## src/hdl/rwcr_pkg.sv

```systemverilog
`timescale 1ns / 1ps
// ----------------------------------------------------------------------------
// Wall column rasterizer package
// Widths, codes and the command and status bundles shared between the
// controller, the datapath and the top level.
// ----------------------------------------------------------------------------
package rwcr_pkg;

    localparam int HEIGHT_W   = 13;
    localparam int ROW_W      = 12;
    localparam int RGB_W      = 24;
    localparam int FIX_W      = 32;
    localparam int FRAC_W     = 16;
    localparam int LINE_W     = 16;
    localparam int TIDX_W     = 2;
    localparam int DIVIDEND_W = HEIGHT_W + FRAC_W;
    localparam int DIVISOR_W  = 32;
    localparam int CLIP_W     = LINE_W - 1;
    localparam int PROD_W     = CLIP_W + FIX_W;
    localparam int REGION_W   = 2;
    localparam int S_TDATA_W  = 72;
    localparam int M_TDATA_W  = 88;
    localparam int CFG_ADDR_W = 2;
    localparam int CFG_DATA_W = 24;

    localparam logic [7:0]          ALPHA_FULL = 8'hFF;
    localparam logic [LINE_W-1:0]   LINE_MAX   = '1;
    localparam logic [FIX_W-1:0]    FIX_MAX    = '1;

    // Opcodes carried in s_tuser
    localparam logic OP_START = 1'b0;
    localparam logic OP_PIXEL = 1'b1;

    // Region codes carried in m_tuser
    localparam logic [REGION_W-1:0] REGION_CEILING = 2'd0;
    localparam logic [REGION_W-1:0] REGION_WALL    = 2'd1;
    localparam logic [REGION_W-1:0] REGION_FLOOR   = 2'd2;

    // Configuration register indexes
    localparam logic [CFG_ADDR_W-1:0] CFG_IMAGE_HEIGHT = 2'd0;
    localparam logic [CFG_ADDR_W-1:0] CFG_CEILING_RGB  = 2'd1;
    localparam logic [CFG_ADDR_W-1:0] CFG_FLOOR_RGB    = 2'd2;

    typedef struct packed {
        logic load_col;    // capture a column-start transaction, start line division
        logic latch_line;  // take the line height from the divider
        logic geom;        // clip the wall, start step division
        logic latch_step;  // take the texture step from the divider
        logic mul;         // clipped rows times step
        logic load_pos;    // saturate start position, open the column
        logic pixel;       // produce one pixel into the output register
    } dp_cmd_t;

    typedef struct packed {
        logic div_done;
        logic col_active;
        logic out_stall;
    } dp_status_t;

    typedef struct packed {
        logic [ROW_W-1:0]    column_x;
        logic [FIX_W-1:0]    wall_distance;
        logic [TIDX_W-1:0]   texture_index;
        logic [HEIGHT_W-1:0] texture_height;
        logic [ROW_W-1:0]    texture_column;
    } col_fields_t;

endpackage

```

## src/hdl/rwcr_divider.sv

```systemverilog
`timescale 1ns / 1ps
// ----------------------------------------------------------------------------
// Iterative unsigned divider
// Restoring division, one quotient bit per cycle; done pulses for one cycle
// when the quotient register holds the result.
// ----------------------------------------------------------------------------
module rwcr_divider (
    input  logic                              aclk,
    input  logic                              aresetn,
    input  logic                              start,
    input  logic [rwcr_pkg::DIVIDEND_W-1:0]   dividend,
    input  logic [rwcr_pkg::DIVISOR_W-1:0]    divisor,
    output logic                              done,
    output logic [rwcr_pkg::DIVIDEND_W-1:0]   quotient
);

    import rwcr_pkg::*;

    localparam int CNT_W = $clog2(DIVIDEND_W);
    localparam logic [CNT_W-1:0] LAST_STEP = CNT_W'(DIVIDEND_W - 1);

    logic                  busy_reg, busy_next;
    logic                  done_reg, done_next;
    logic [CNT_W-1:0]      cnt_reg, cnt_next;
    logic [DIVISOR_W-1:0]  rem_reg, rem_next;
    logic [DIVIDEND_W-1:0] quo_reg, quo_next;
    logic [DIVISOR_W-1:0]  dsr_reg, dsr_next;
    logic [DIVISOR_W:0]    trial;
    logic                  fits;

    assign trial = {rem_reg, quo_reg[DIVIDEND_W-1]};
    assign fits  = trial >= {1'b0, dsr_reg};

    always_comb begin
        busy_next = busy_reg;
        done_next = 1'b0;
        cnt_next  = cnt_reg;
        rem_next  = rem_reg;
        quo_next  = quo_reg;
        dsr_next  = dsr_reg;
        if (start) begin
            busy_next = 1'b1;
            cnt_next  = '0;
            rem_next  = '0;
            quo_next  = dividend;
            dsr_next  = divisor;
        end else if (busy_reg) begin
            rem_next = fits ? DIVISOR_W'(trial - {1'b0, dsr_reg}) : trial[DIVISOR_W-1:0];
            quo_next = {quo_reg[DIVIDEND_W-2:0], fits};
            cnt_next = cnt_reg + 1'b1;
            if (cnt_reg == LAST_STEP) begin
                busy_next = 1'b0;
                done_next = 1'b1;
            end
        end
    end

    always_ff @(posedge aclk) begin
        if (!aresetn) begin
            busy_reg <= 1'b0;
            done_reg <= 1'b0;
            cnt_reg  <= '0;
        end else begin
            busy_reg <= busy_next;
            done_reg <= done_next;
            cnt_reg  <= cnt_next;
        end
        rem_reg <= rem_next;
        quo_reg <= quo_next;
        dsr_reg <= dsr_next;
    end

    assign done     = done_reg;
    assign quotient = quo_reg;

endmodule

```

## src/hdl/rwcr_datapath.sv

```systemverilog
`timescale 1ns / 1ps
// ----------------------------------------------------------------------------
// Wall column datapath
// Column geometry, texture step and position, per-row pixel generation and
// the output register.
// ----------------------------------------------------------------------------
module rwcr_datapath #(
    parameter int MAX_IMAGE_HEIGHT = 4096,
    parameter int TEXTURE_COUNT    = 4
) (
    input  logic                    aclk,
    input  logic                    aresetn,
    input  rwcr_pkg::dp_cmd_t       cmd,
    output rwcr_pkg::dp_status_t    status,
    input  rwcr_pkg::col_fields_t   col_in,
    input  logic [rwcr_pkg::HEIGHT_W-1:0] image_height,
    input  logic [rwcr_pkg::RGB_W-1:0]    ceiling_rgb,
    input  logic [rwcr_pkg::RGB_W-1:0]    floor_rgb,
    output logic                    m_valid,
    input  logic                    m_ready,
    output logic [rwcr_pkg::ROW_W-1:0]    pixel_row,
    output logic [rwcr_pkg::ROW_W-1:0]    pixel_column,
    output logic [rwcr_pkg::REGION_W-1:0] region,
    output logic [rwcr_pkg::FIX_W-1:0]    fill_rgba,
    output logic [rwcr_pkg::TIDX_W-1:0]   out_texture_index,
    output logic [rwcr_pkg::ROW_W-1:0]    out_texture_column,
    output logic [rwcr_pkg::ROW_W-1:0]    texture_row,
    output logic                    last_row
);

    import rwcr_pkg::*;

    localparam logic [HEIGHT_W-1:0] MAX_H = HEIGHT_W'(MAX_IMAGE_HEIGHT);
    localparam logic [TIDX_W-1:0]   MAX_TIDX = TIDX_W'(TEXTURE_COUNT - 1);

    // Effective height: zero acts as one, large values clamp to the maximum.
    logic [HEIGHT_W-1:0] h_eff;
    always_comb begin
        h_eff = image_height;
        if (h_eff == '0)
            h_eff = HEIGHT_W'(1);
        if (h_eff > MAX_H)
            h_eff = MAX_H;
    end

    // Column registers
    logic                  col_active_reg, col_active_next;
    logic [ROW_W-1:0]      row_reg;
    logic [HEIGHT_W-1:0]   hcol_reg;
    logic                  dist_zero_reg;
    logic [LINE_W-1:0]     line_reg;
    logic [ROW_W-1:0]      top_reg;
    logic [ROW_W-1:0]      bottom_reg;
    logic [CLIP_W-1:0]     clipped_reg;
    logic [FIX_W-1:0]      step_reg;
    logic [PROD_W-1:0]     prod_reg;
    logic [FIX_W-1:0]      pos_reg;
    logic [TIDX_W-1:0]     tidx_reg;
    logic [HEIGHT_W-1:0]   th_reg;
    logic [ROW_W-1:0]      tcol_reg;
    logic [ROW_W-1:0]      column_reg;

    // Shared divider: line height first, then texture step
    logic                  div_start;
    logic [DIVIDEND_W-1:0] div_dividend;
    logic [DIVISOR_W-1:0]  div_divisor;
    logic                  div_done;
    logic [DIVIDEND_W-1:0] div_quo;

    assign div_start    = cmd.load_col | cmd.geom;
    assign div_dividend = cmd.load_col ? {h_eff, FRAC_W'(0)} : {th_reg, FRAC_W'(0)};
    assign div_divisor  = cmd.load_col ? col_in.wall_distance
                                       : DIVISOR_W'(line_reg);

    rwcr_divider u_div (
        .aclk     (aclk),
        .aresetn  (aresetn),
        .start    (div_start),
        .dividend (div_dividend),
        .divisor  (div_divisor),
        .done     (div_done),
        .quotient (div_quo)
    );

    // Geometry
    logic [ROW_W-1:0]    half_h;
    logic [CLIP_W-1:0]   half_line;
    logic [LINE_W-1:0]   bottom_sum;
    logic [ROW_W-1:0]    top_calc;
    logic [ROW_W-1:0]    bottom_calc;
    logic [CLIP_W-1:0]   clipped_calc;
    logic [LINE_W-1:0]   line_calc;
    logic [TIDX_W-1:0]   tidx_calc;

    assign half_h     = hcol_reg[HEIGHT_W-1:1];
    assign half_line  = line_reg[LINE_W-1:1];
    assign bottom_sum = {1'b0, half_line} + LINE_W'(half_h);

    always_comb begin
        if (CLIP_W'(half_h) >= half_line) begin
            top_calc     = half_h - half_line[ROW_W-1:0];
            clipped_calc = '0;
        end else begin
            top_calc     = '0;
            clipped_calc = half_line - CLIP_W'(half_h);
        end
        if (bottom_sum >= LINE_W'(hcol_reg))
            bottom_calc = ROW_W'(hcol_reg - 1'b1);
        else
            bottom_calc = bottom_sum[ROW_W-1:0];
    end

    always_comb begin
        if (dist_zero_reg || (div_quo[DIVIDEND_W-1:LINE_W] != '0))
            line_calc = LINE_MAX;
        else
            line_calc = div_quo[LINE_W-1:0];
    end

    always_comb begin
        tidx_calc = col_in.texture_index;
        if (int'(col_in.texture_index) >= TEXTURE_COUNT)
            tidx_calc = MAX_TIDX;
    end

    // Pixel generation
    logic [ROW_W-1:0]    tex_lim;
    logic [HEIGHT_W-1:0] th_m1;
    logic [FRAC_W-1:0]   ty;
    logic [ROW_W-1:0]    trow_calc;
    logic [FIX_W:0]      pos_sum;
    logic [FIX_W-1:0]    pos_adv;
    logic                is_last;
    logic                in_wall;
    logic                in_ceiling;

    assign th_m1   = th_reg - 1'b1;
    assign tex_lim = th_m1[HEIGHT_W-1] ? '1 : th_m1[ROW_W-1:0];
    assign ty      = pos_reg[FIX_W-1:FRAC_W];
    always_comb begin
        if (th_reg == '0)
            trow_calc = '0;
        else if (ty > FRAC_W'(tex_lim))
            trow_calc = tex_lim;
        else
            trow_calc = ty[ROW_W-1:0];
    end
    assign pos_sum    = {1'b0, pos_reg} + {1'b0, step_reg};
    assign pos_adv    = pos_sum[FIX_W] ? FIX_MAX : pos_sum[FIX_W-1:0];
    assign is_last    = HEIGHT_W'(row_reg) >= (h_eff - 1'b1);
    assign in_ceiling = row_reg < top_reg;
    assign in_wall    = !in_ceiling && (row_reg <= bottom_reg);

    // Output register
    logic                m_valid_reg, m_valid_next;
    logic [ROW_W-1:0]    o_row_reg;
    logic [ROW_W-1:0]    o_col_reg;
    logic [REGION_W-1:0] o_region_reg;
    logic [FIX_W-1:0]    o_fill_reg;
    logic [TIDX_W-1:0]   o_tidx_reg;
    logic [ROW_W-1:0]    o_tcol_reg;
    logic [ROW_W-1:0]    o_trow_reg;
    logic                o_last_reg;

    always_comb begin
        m_valid_next = m_valid_reg;
        if (cmd.pixel)
            m_valid_next = 1'b1;
        else if (m_ready)
            m_valid_next = 1'b0;
    end

    always_comb begin
        col_active_next = col_active_reg;
        if (cmd.load_col)
            col_active_next = 1'b0;
        else if (cmd.load_pos)
            col_active_next = 1'b1;
        else if (cmd.pixel && is_last)
            col_active_next = 1'b0;
    end

    always_ff @(posedge aclk) begin
        if (!aresetn) begin
            col_active_reg <= 1'b0;
            m_valid_reg    <= 1'b0;
        end else begin
            col_active_reg <= col_active_next;
            m_valid_reg    <= m_valid_next;
        end

        if (cmd.load_col) begin
            hcol_reg      <= h_eff;
            dist_zero_reg <= col_in.wall_distance == '0;
            tidx_reg      <= tidx_calc;
            th_reg        <= col_in.texture_height;
            tcol_reg      <= col_in.texture_column;
            column_reg    <= col_in.column_x;
        end
        if (cmd.latch_line)
            line_reg <= line_calc;
        if (cmd.geom) begin
            top_reg     <= top_calc;
            bottom_reg  <= bottom_calc;
            clipped_reg <= clipped_calc;
        end
        if (cmd.latch_step)
            step_reg <= (line_reg == '0) ? FIX_MAX : FIX_W'(div_quo);
        if (cmd.mul)
            prod_reg <= PROD_W'(clipped_reg) * PROD_W'(step_reg);
        if (cmd.load_pos) begin
            pos_reg <= (prod_reg[PROD_W-1:FIX_W] != '0) ? FIX_MAX : prod_reg[FIX_W-1:0];
            row_reg <= '0;
        end

        if (cmd.pixel) begin
            o_row_reg  <= row_reg;
            o_col_reg  <= column_reg;
            o_last_reg <= is_last;
            if (!is_last)
                row_reg <= row_reg + 1'b1;
            if (in_ceiling) begin
                o_region_reg <= REGION_CEILING;
                o_fill_reg   <= {ceiling_rgb, ALPHA_FULL};
                o_tidx_reg   <= '0;
                o_tcol_reg   <= '0;
                o_trow_reg   <= '0;
            end else if (in_wall) begin
                o_region_reg <= REGION_WALL;
                o_fill_reg   <= '0;
                o_tidx_reg   <= tidx_reg;
                o_tcol_reg   <= tcol_reg;
                o_trow_reg   <= trow_calc;
                pos_reg      <= pos_adv;
            end else begin
                o_region_reg <= REGION_FLOOR;
                o_fill_reg   <= {floor_rgb, ALPHA_FULL};
                o_tidx_reg   <= '0;
                o_tcol_reg   <= '0;
                o_trow_reg   <= '0;
            end
        end
    end

    assign status.div_done   = div_done;
    assign status.col_active = col_active_reg;
    assign status.out_stall  = m_valid_reg && !m_ready;

    assign m_valid            = m_valid_reg;
    assign pixel_row          = o_row_reg;
    assign pixel_column       = o_col_reg;
    assign region             = o_region_reg;
    assign fill_rgba          = o_fill_reg;
    assign out_texture_index  = o_tidx_reg;
    assign out_texture_column = o_tcol_reg;
    assign texture_row        = o_trow_reg;
    assign last_row           = o_last_reg;

endmodule

```

## src/hdl/rwcr_ctrl.sv

```systemverilog
`timescale 1ns / 1ps
// ----------------------------------------------------------------------------
// Wall column controller
// Sequences the column set-up (two divisions, clipping, start position) and
// issues one pixel command per accepted pixel tick while a column is open.
// ----------------------------------------------------------------------------
module rwcr_ctrl (
    input  logic                  aclk,
    input  logic                  aresetn,
    input  logic                  s_valid,
    input  logic                  s_opcode,
    output logic                  s_ready,
    input  rwcr_pkg::dp_status_t  status,
    output rwcr_pkg::dp_cmd_t     cmd
);

    import rwcr_pkg::*;

    typedef enum logic [2:0] {
        ST_READY,
        ST_DIV_LINE,
        ST_GEOM,
        ST_DIV_STEP,
        ST_MUL,
        ST_LOAD
    } state_t;

    state_t state_reg, state_next;
    logic   accept;

    assign s_ready = (state_reg == ST_READY) && !status.out_stall;
    assign accept  = s_valid && s_ready;

    always_comb begin
        state_next = state_reg;
        cmd        = '0;
        unique case (state_reg)
            ST_READY: begin
                if (accept && s_opcode == OP_START) begin
                    cmd.load_col = 1'b1;
                    state_next   = ST_DIV_LINE;
                end else if (accept && status.col_active) begin
                    // A tick with no open column is consumed silently.
                    cmd.pixel = 1'b1;
                end
            end
            ST_DIV_LINE: begin
                if (status.div_done) begin
                    cmd.latch_line = 1'b1;
                    state_next     = ST_GEOM;
                end
            end
            ST_GEOM: begin
                cmd.geom   = 1'b1;
                state_next = ST_DIV_STEP;
            end
            ST_DIV_STEP: begin
                if (status.div_done) begin
                    cmd.latch_step = 1'b1;
                    state_next     = ST_MUL;
                end
            end
            ST_MUL: begin
                cmd.mul    = 1'b1;
                state_next = ST_LOAD;
            end
            ST_LOAD: begin
                cmd.load_pos = 1'b1;
                state_next   = ST_READY;
            end
            default: begin
                state_next = ST_READY;
            end
        endcase
    end

    always_ff @(posedge aclk) begin
        if (!aresetn) begin
            state_reg <= ST_READY;
        end else begin
            state_reg <= state_next;
        end
    end

endmodule

```

## src/hdl/raycast_wall_column_rasterizer.sv

```systemverilog
`timescale 1ns / 1ps
// A pixel tick transaction appears on the m_ side in the cycle after acceptance.
// Throughput: pixel ticks stream at one per cycle while the output is taken.
// After a column-start transaction the next one is accepted only once the set-up is
// through: the shared one-bit-per-cycle divider runs twice, plus the line latch,
// clipping, step latch, multiply and load steps.
// Reset (aresetn low, synchronous) closes any column, empties the output register
// and sets image_height to 480 and both colours to black.
// ----------------------------------------------------------------------------
// Raycast wall column rasterizer
// Renders one screen column of a raycaster: ceiling, textured wall
// coordinates and floor, one pixel per tick.
// ----------------------------------------------------------------------------
module raycast_wall_column_rasterizer #(
    parameter int MAX_IMAGE_HEIGHT = 4096,
    parameter int TEXTURE_COUNT    = 4
) (
    input  logic                              aclk,
    input  logic                              aresetn,
    input  logic                              s_tvalid,
    output logic                              s_tready,
    // column_x[11:0], wall_distance[43:12], texture_index[45:44],
    // texture_height[58:46], texture_column[70:59], zero pad[71]
    input  logic [rwcr_pkg::S_TDATA_W-1:0]    s_tdata,
    // opcode[0]
    input  logic                              s_tuser,
    output logic                              m_tvalid,
    input  logic                              m_tready,
    // pixel_row[11:0], pixel_column[23:12], fill_rgba[55:24],
    // out_texture_index[57:56], out_texture_column[69:58], texture_row[81:70],
    // zero pad[87:82]
    output logic [rwcr_pkg::M_TDATA_W-1:0]    m_tdata,
    // region[1:0]
    output logic [rwcr_pkg::REGION_W-1:0]     m_tuser,
    output logic                              m_tlast,
    input  logic                              cfg_wr_en,
    input  logic [rwcr_pkg::CFG_ADDR_W-1:0]   cfg_addr,
    input  logic [rwcr_pkg::CFG_DATA_W-1:0]   cfg_wdata
);

    import rwcr_pkg::*;

    // Configuration registers
    logic [HEIGHT_W-1:0] image_height_reg;
    logic [RGB_W-1:0]    ceiling_rgb_reg;
    logic [RGB_W-1:0]    floor_rgb_reg;

    always_ff @(posedge aclk) begin
        if (!aresetn) begin
            image_height_reg <= HEIGHT_W'(480);
            ceiling_rgb_reg  <= '0;
            floor_rgb_reg    <= '0;
        end else if (cfg_wr_en) begin
            unique case (cfg_addr)
                CFG_IMAGE_HEIGHT: image_height_reg <= cfg_wdata[HEIGHT_W-1:0];
                CFG_CEILING_RGB:  ceiling_rgb_reg  <= cfg_wdata[RGB_W-1:0];
                CFG_FLOOR_RGB:    floor_rgb_reg    <= cfg_wdata[RGB_W-1:0];
                default: begin
                end
            endcase
        end
    end

    col_fields_t col_in;
    assign col_in.column_x       = s_tdata[11:0];
    assign col_in.wall_distance  = s_tdata[43:12];
    assign col_in.texture_index  = s_tdata[45:44];
    assign col_in.texture_height = s_tdata[58:46];
    assign col_in.texture_column = s_tdata[70:59];

    dp_cmd_t    cmd;
    dp_status_t status;

    logic [ROW_W-1:0]  pixel_row;
    logic [ROW_W-1:0]  pixel_column;
    logic [FIX_W-1:0]  fill_rgba;
    logic [TIDX_W-1:0] out_texture_index;
    logic [ROW_W-1:0]  out_texture_column;
    logic [ROW_W-1:0]  texture_row;

    rwcr_ctrl u_ctrl (
        .aclk     (aclk),
        .aresetn  (aresetn),
        .s_valid  (s_tvalid),
        .s_opcode (s_tuser),
        .s_ready  (s_tready),
        .status   (status),
        .cmd      (cmd)
    );

    rwcr_datapath #(
        .MAX_IMAGE_HEIGHT (MAX_IMAGE_HEIGHT),
        .TEXTURE_COUNT    (TEXTURE_COUNT)
    ) u_dp (
        .aclk               (aclk),
        .aresetn            (aresetn),
        .cmd                (cmd),
        .status             (status),
        .col_in             (col_in),
        .image_height       (image_height_reg),
        .ceiling_rgb        (ceiling_rgb_reg),
        .floor_rgb          (floor_rgb_reg),
        .m_valid            (m_tvalid),
        .m_ready            (m_tready),
        .pixel_row          (pixel_row),
        .pixel_column       (pixel_column),
        .region             (m_tuser),
        .fill_rgba          (fill_rgba),
        .out_texture_index  (out_texture_index),
        .out_texture_column (out_texture_column),
        .texture_row        (texture_row),
        .last_row           (m_tlast)
    );

    assign m_tdata = {6'b0, texture_row, out_texture_column, out_texture_index,
                      fill_rgba, pixel_column, pixel_row};

`ifndef SYNTHESIS
    // A stalled result blocks the input side.
    assert property (@(posedge aclk) disable iff (!aresetn)
        (m_tvalid && !m_tready) |-> !s_tready)
        else $error("input accepted while the output register is stalled");

    // Column set-up holds off the input side for the cycle after a start.
    assert property (@(posedge aclk) disable iff (!aresetn)
        (s_tvalid && s_tready && s_tuser == OP_START) |=> !s_tready)
        else $error("input accepted during column set-up");

    // A new result only follows an accepted pixel tick.
    assert property (@(posedge aclk) disable iff (!aresetn)
        $rose(m_tvalid) |-> $past(s_tvalid && s_tready && s_tuser == OP_PIXEL))
        else $error("result without a pixel tick");

    // A wall pixel carries no fill colour, other regions carry no texture row.
    assert property (@(posedge aclk) disable iff (!aresetn)
        m_tvalid |-> ((m_tuser == REGION_WALL) ? (fill_rgba == '0) : (texture_row == '0)))
        else $error("region and payload disagree");
`endif

endmodule

```

## config.mk

```make
export PLATFORM = sky130hd
export DESIGN_NAME = raycast_wall_column_rasterizer
export DESIGN_NICKNAME = d
export VERILOG_FILES = /design/src/hdl/rwcr_pkg.sv /design/src/hdl/rwcr_divider.sv /design/src/hdl/rwcr_datapath.sv /design/src/hdl/rwcr_ctrl.sv /design/src/hdl/raycast_wall_column_rasterizer.sv
export SDC_FILE = /design/constraint.sdc
export NUM_CORES = 2
export LEC_CHECK = 0
export BUFFER_PORTS_ARGS = -buffer_cell sky130_fd_sc_hd__buf_2
export CAP_MARGIN = 30
export CORE_ASPECT_RATIO = 1.75
export CORE_UTILIZATION = 65
export DETAILED_ROUTE_END_ITERATION = 8
export PLACE_DENSITY = 0.84
export SETUP_SLACK_MARGIN = 0.3
export SLEW_MARGIN = 20
export SYNTH_ARGS = -nofsm -noshare
export SYNTH_HDL_FRONTEND = slang
export SYNTH_SLANG_ARGS = --single-unit
```

## constraint.sdc

```tcl
create_clock -name aclk -period 9.5 [get_ports aclk]
set_clock_uncertainty 0.15 [all_clocks]
set_input_delay 1.425 -clock aclk [delete_from_list [all_inputs] [get_ports aclk]]
set_output_delay 1.425 -clock aclk [all_outputs]
set_load 0.02 [all_outputs]
```

==> results.toml <==
[timing]
slew_headroom_pct = 32.2
worst_slew_pin_slew_ps = 1020
period_share_pct = 84.2
setup_viol = 0
tns_ps = 0
rsz0062_at_grt = "no"
hold_viol_final = 0
postLayoutSetupSlackWorst_ps = 1500
drv_slew = 0
min_period_ps = 8000
fmax_mhz = 125

[clocking]
tritoncts = "yes"
cts_buffer_depth = 3
clk_latency_ps = 610
cts_resized = 0
cts.htree.levels = 2
clk_pin_slew_ps = 70
cts-root-buf = "clkbuf_16"
cts_buffers = 43
clock_sinks = 473
ctsHoldBuffers = 0
post-cts-setup-buffer-count = 0

[setup_path]
crit_path_start_kind = "flip-flop"
worst-setup-path-type = "flip-flop to flip-flop"
rrSetupSlack_ps = 1500
arrival_ps = 8180
path_delay_family = "adder cells"
worstPathCellList = "and2_1 -> fa_1 -> inv_1 -> fa_1 -> inv_1 -> fa_1 -> inv_1 -> fa_1 -> inv_1 -> fa_1 -> inv_1 -> fa_1 -> inv_1 -> ha_1 -> a21oi_1 -> o211ai_1 -> a221oi_1 -> nor4_1 -> o21ai_0 -> a21boi_0 -> o21ai_0 -> a21oi_1 -> xor2_1"
rr_endpoint = "u_dp.prod_reg[31]$_DFFE_PN_"
critPathBufInv = 6
critPathMaxFanout = 16
end_kind = "flip-flop"
critical-path-max-stage-delay_ps = 770
reg2reg_from = "u_dp.step_reg[7]$_SDFFCE_PP1P_"
crit_path_top_delay_cell = "edfxtp_1"
r2r_cells = 23
crit_required_ps = 9680

[floorplanning]
row_count = 119
die_w_um = 189
core_area_sq_um = 60300
fp.dieH_um = 329
die-area_sq_um = 62300
initial_utilization_pct = 66.1
ioPinCount = 197

[placed_design]
port_buffers = 189
gp_congestion = 1.07
placed_cells = 4914
dp_slack_ps = 1630
dp_hpwl_um = 83800
place_area_sq_um = 41400

[synthesis]
yosys_warnings = 0
synth_cell_types = 92
syn_area_sq_um = 39800
synth-async-reset-ratio_pct = 0
syn_area_per_cell_sq_um = 9.76
ys.flop_type = "edfxtp_1"
synth_seq_area_share_pct = 31.9
synth_edf_count = 324
syn_inst = 4082
ys_ff_latch = 473

[pwr]
power.total_mw = 4.73
p_per_area_nw_per_um2 = 110
power.ir.vdd_worst_mv = 0.230
p_leak_nw = 19.1

[global_routing]
gr-total-overflow = 0
antenna_found_initial = 1
grt_pass1_wl_um = 173000
track_usage_pct = 36.3
grt_max_degree = 84
grt_pass1_vias = 32900

[routing]
drt_pass1_iterations = 7
via_per_inst = 6.17
drt_iter0_drc = 2022
ant_nets = 0
vias = 30800
wl_um = 110000
drt-wirelength-per-cell_um = 22.0
drc = 0

[min_path]
hold_end = "u_dp.pixel_column[9]$_DFFE_PP_"
hold_depth = 0
hold_class = "flip-flop to flip-flop"
min_from = "u_dp.column_reg[9]$_DFFE_PP_"

[finish]
final_common_cell = "inv_1"
largest_reg_flops = 47
final_cells = 5001
drive_gt1_share_pct = 9.02
finalNetCount = 4955
area_growth_pct = 7.73
final_cell_mix = "inv_1 (552), nand2_1 (469), fa_1 (394)"
final_area_sq_um = 42900

[status]
status = "complete, no violations"

[job]
drv_cap = 0
[how the worst max path moves through the flow]
stage,cells past startpoint,startpoint,slack [ps],to
2_1_floorplan,24,u_dp.clipped_reg[0]$_SDFFCE_PP0P_,2980,u_dp.prod_reg[37]$_DFFE_PN_
3_3_place_gp,23,u_dp.step_reg[7]$_SDFFCE_PP1P_,1710,u_dp.prod_reg[45]$_DFFE_PN_
3_5_place_dp,23,u_dp.step_reg[7]$_SDFFCE_PP1P_,1630,u_dp.prod_reg[45]$_DFFE_PN_
4_1_cts,23,u_dp.step_reg[7]$_SDFFCE_PP1P_,1630,u_dp.prod_reg[45]$_DFFE_PN_
5_1_grt,23,u_dp.step_reg[9]$_SDFFCE_PP1P_,1170,u_dp.prod_reg[31]$_DFFE_PN_
6_report,23,u_dp.step_reg[7]$_SDFFCE_PP1P_,1500,u_dp.prod_reg[31]$_DFFE_PN_
[layout make-up]
cell class	instances	area (sq um)
Clock buffer	62	1250
Multi-Input combinational cell	2860	24200
Tap cell	786	983
Clock inverter	18	190
Inverter	556	2090
Timing Repair Buffer	245	1460
Antenna cell	1	2.50
Fill cell	4383	17400
Sequential cell	473	12700
[stage by stage]
step | utilization, % | hold slack, ps
global placement | 68.5 | 250
floorplan | - | 250
global route | 71.2 | 271
detailed placement | 68.6 | 255
finish | 71.2 | 269
CTS | 71.0 | 269
[kinds of logic after synthesis]
logic type      share of synthesized area [%]
simple gates                             16.3
other cells                           0.00941
flops                                    31.9
fa+ha+maj                                28.5
mux                                      1.33
buf+inv                                  7.47
xor+xnor                                 2.81
compound gates                           11.6
[synth_stat cells, drive strengths merged, types with 6 or more instances]
| cell | instances | area share, % |
|---|---|---|
| a2111oi | 9 | 0.23 |
| a211oi | 28 | 0.55 |
| a21boi | 10 | 0.19 |
| a21o | 73 | 1.4 |
| a21oi | 222 | 2.8 |
| a221oi | 7 | 0.15 |
| a22o | 27 | 0.59 |
| a22oi | 41 | 0.77 |
| a31oi | 17 | 0.27 |
| a32oi | 7 | 0.15 |
| and2 | 296 | 4.6 |
| and3 | 38 | 0.60 |
| buf | 31 | 0.62 |
| clkbuf | 165 | 1.6 |
| dfxtp | 149 | 7.5 |
| edfxtp | 324 | 24 |
| fa | 394 | 20 |
| ha | 278 | 8.7 |
| inv | 556 | 5.2 |
| mux2 | 15 | 0.42 |
| mux2i | 36 | 0.90 |
| nand2 | 469 | 4.4 |
| nand2b | 59 | 0.93 |
| nand3 | 60 | 0.77 |
| nand3b | 6 | 0.11 |
| nand4 | 37 | 0.58 |
| nor2 | 118 | 1.1 |
| nor2b | 34 | 0.55 |
| nor3 | 71 | 0.92 |
| nor3b | 9 | 0.17 |
| nor4 | 29 | 0.46 |
| o2111ai | 6 | 0.13 |
| o211ai | 14 | 0.26 |
| o21a | 25 | 0.47 |
| o21ai | 132 | 1.7 |
| o21bai | 23 | 0.43 |
| o22ai | 36 | 0.57 |
| or2 | 30 | 0.47 |
| or3 | 16 | 0.25 |
| xnor2 | 82 | 1.8 |
| xor2 | 46 | 1.0 |
[power by group]
group | switching [mW] | internal (mW)
clock | 0.836 | 0.961
combinational | 0.355 | 0.255
sequential | 0.0588 | 2.26
total | 1.25 | 3.48
[worst reg2reg max path: stages, from the launching register on]
cell      delay, ps
edfxtp_1        770
and2_1          380
fa_1            530
inv_1            50
fa_1            470
inv_1            50
fa_1            500
inv_1            60
fa_1            540
inv_1            60
fa_1            480
inv_1            50
fa_1            480
inv_1            50
ha_1            350
a21oi_1         160
o211ai_1        180
a221oi_1        200
nor4_1          770
o21ai_0         190
a21boi_0        360
o21ai_0         160
a21oi_1         230
xor2_1          530
[per-layer routing]
metal | vias up | wire length [um] | track usage [%] | share of wire [%]
met1 | 15100 | 34200 | 34.9 | 31
met4 | 0 | 10900 | 31.0 | 9.9
met2 | 1372 | 57800 | 66.3 | 52
li1 | 13800 | - | - | -
met5 | - | 0 | 0 | 0
met3 | 585 | 7130 | 6.62 | 6.5
Note: power is estimated with default switching activity, not from simulation.
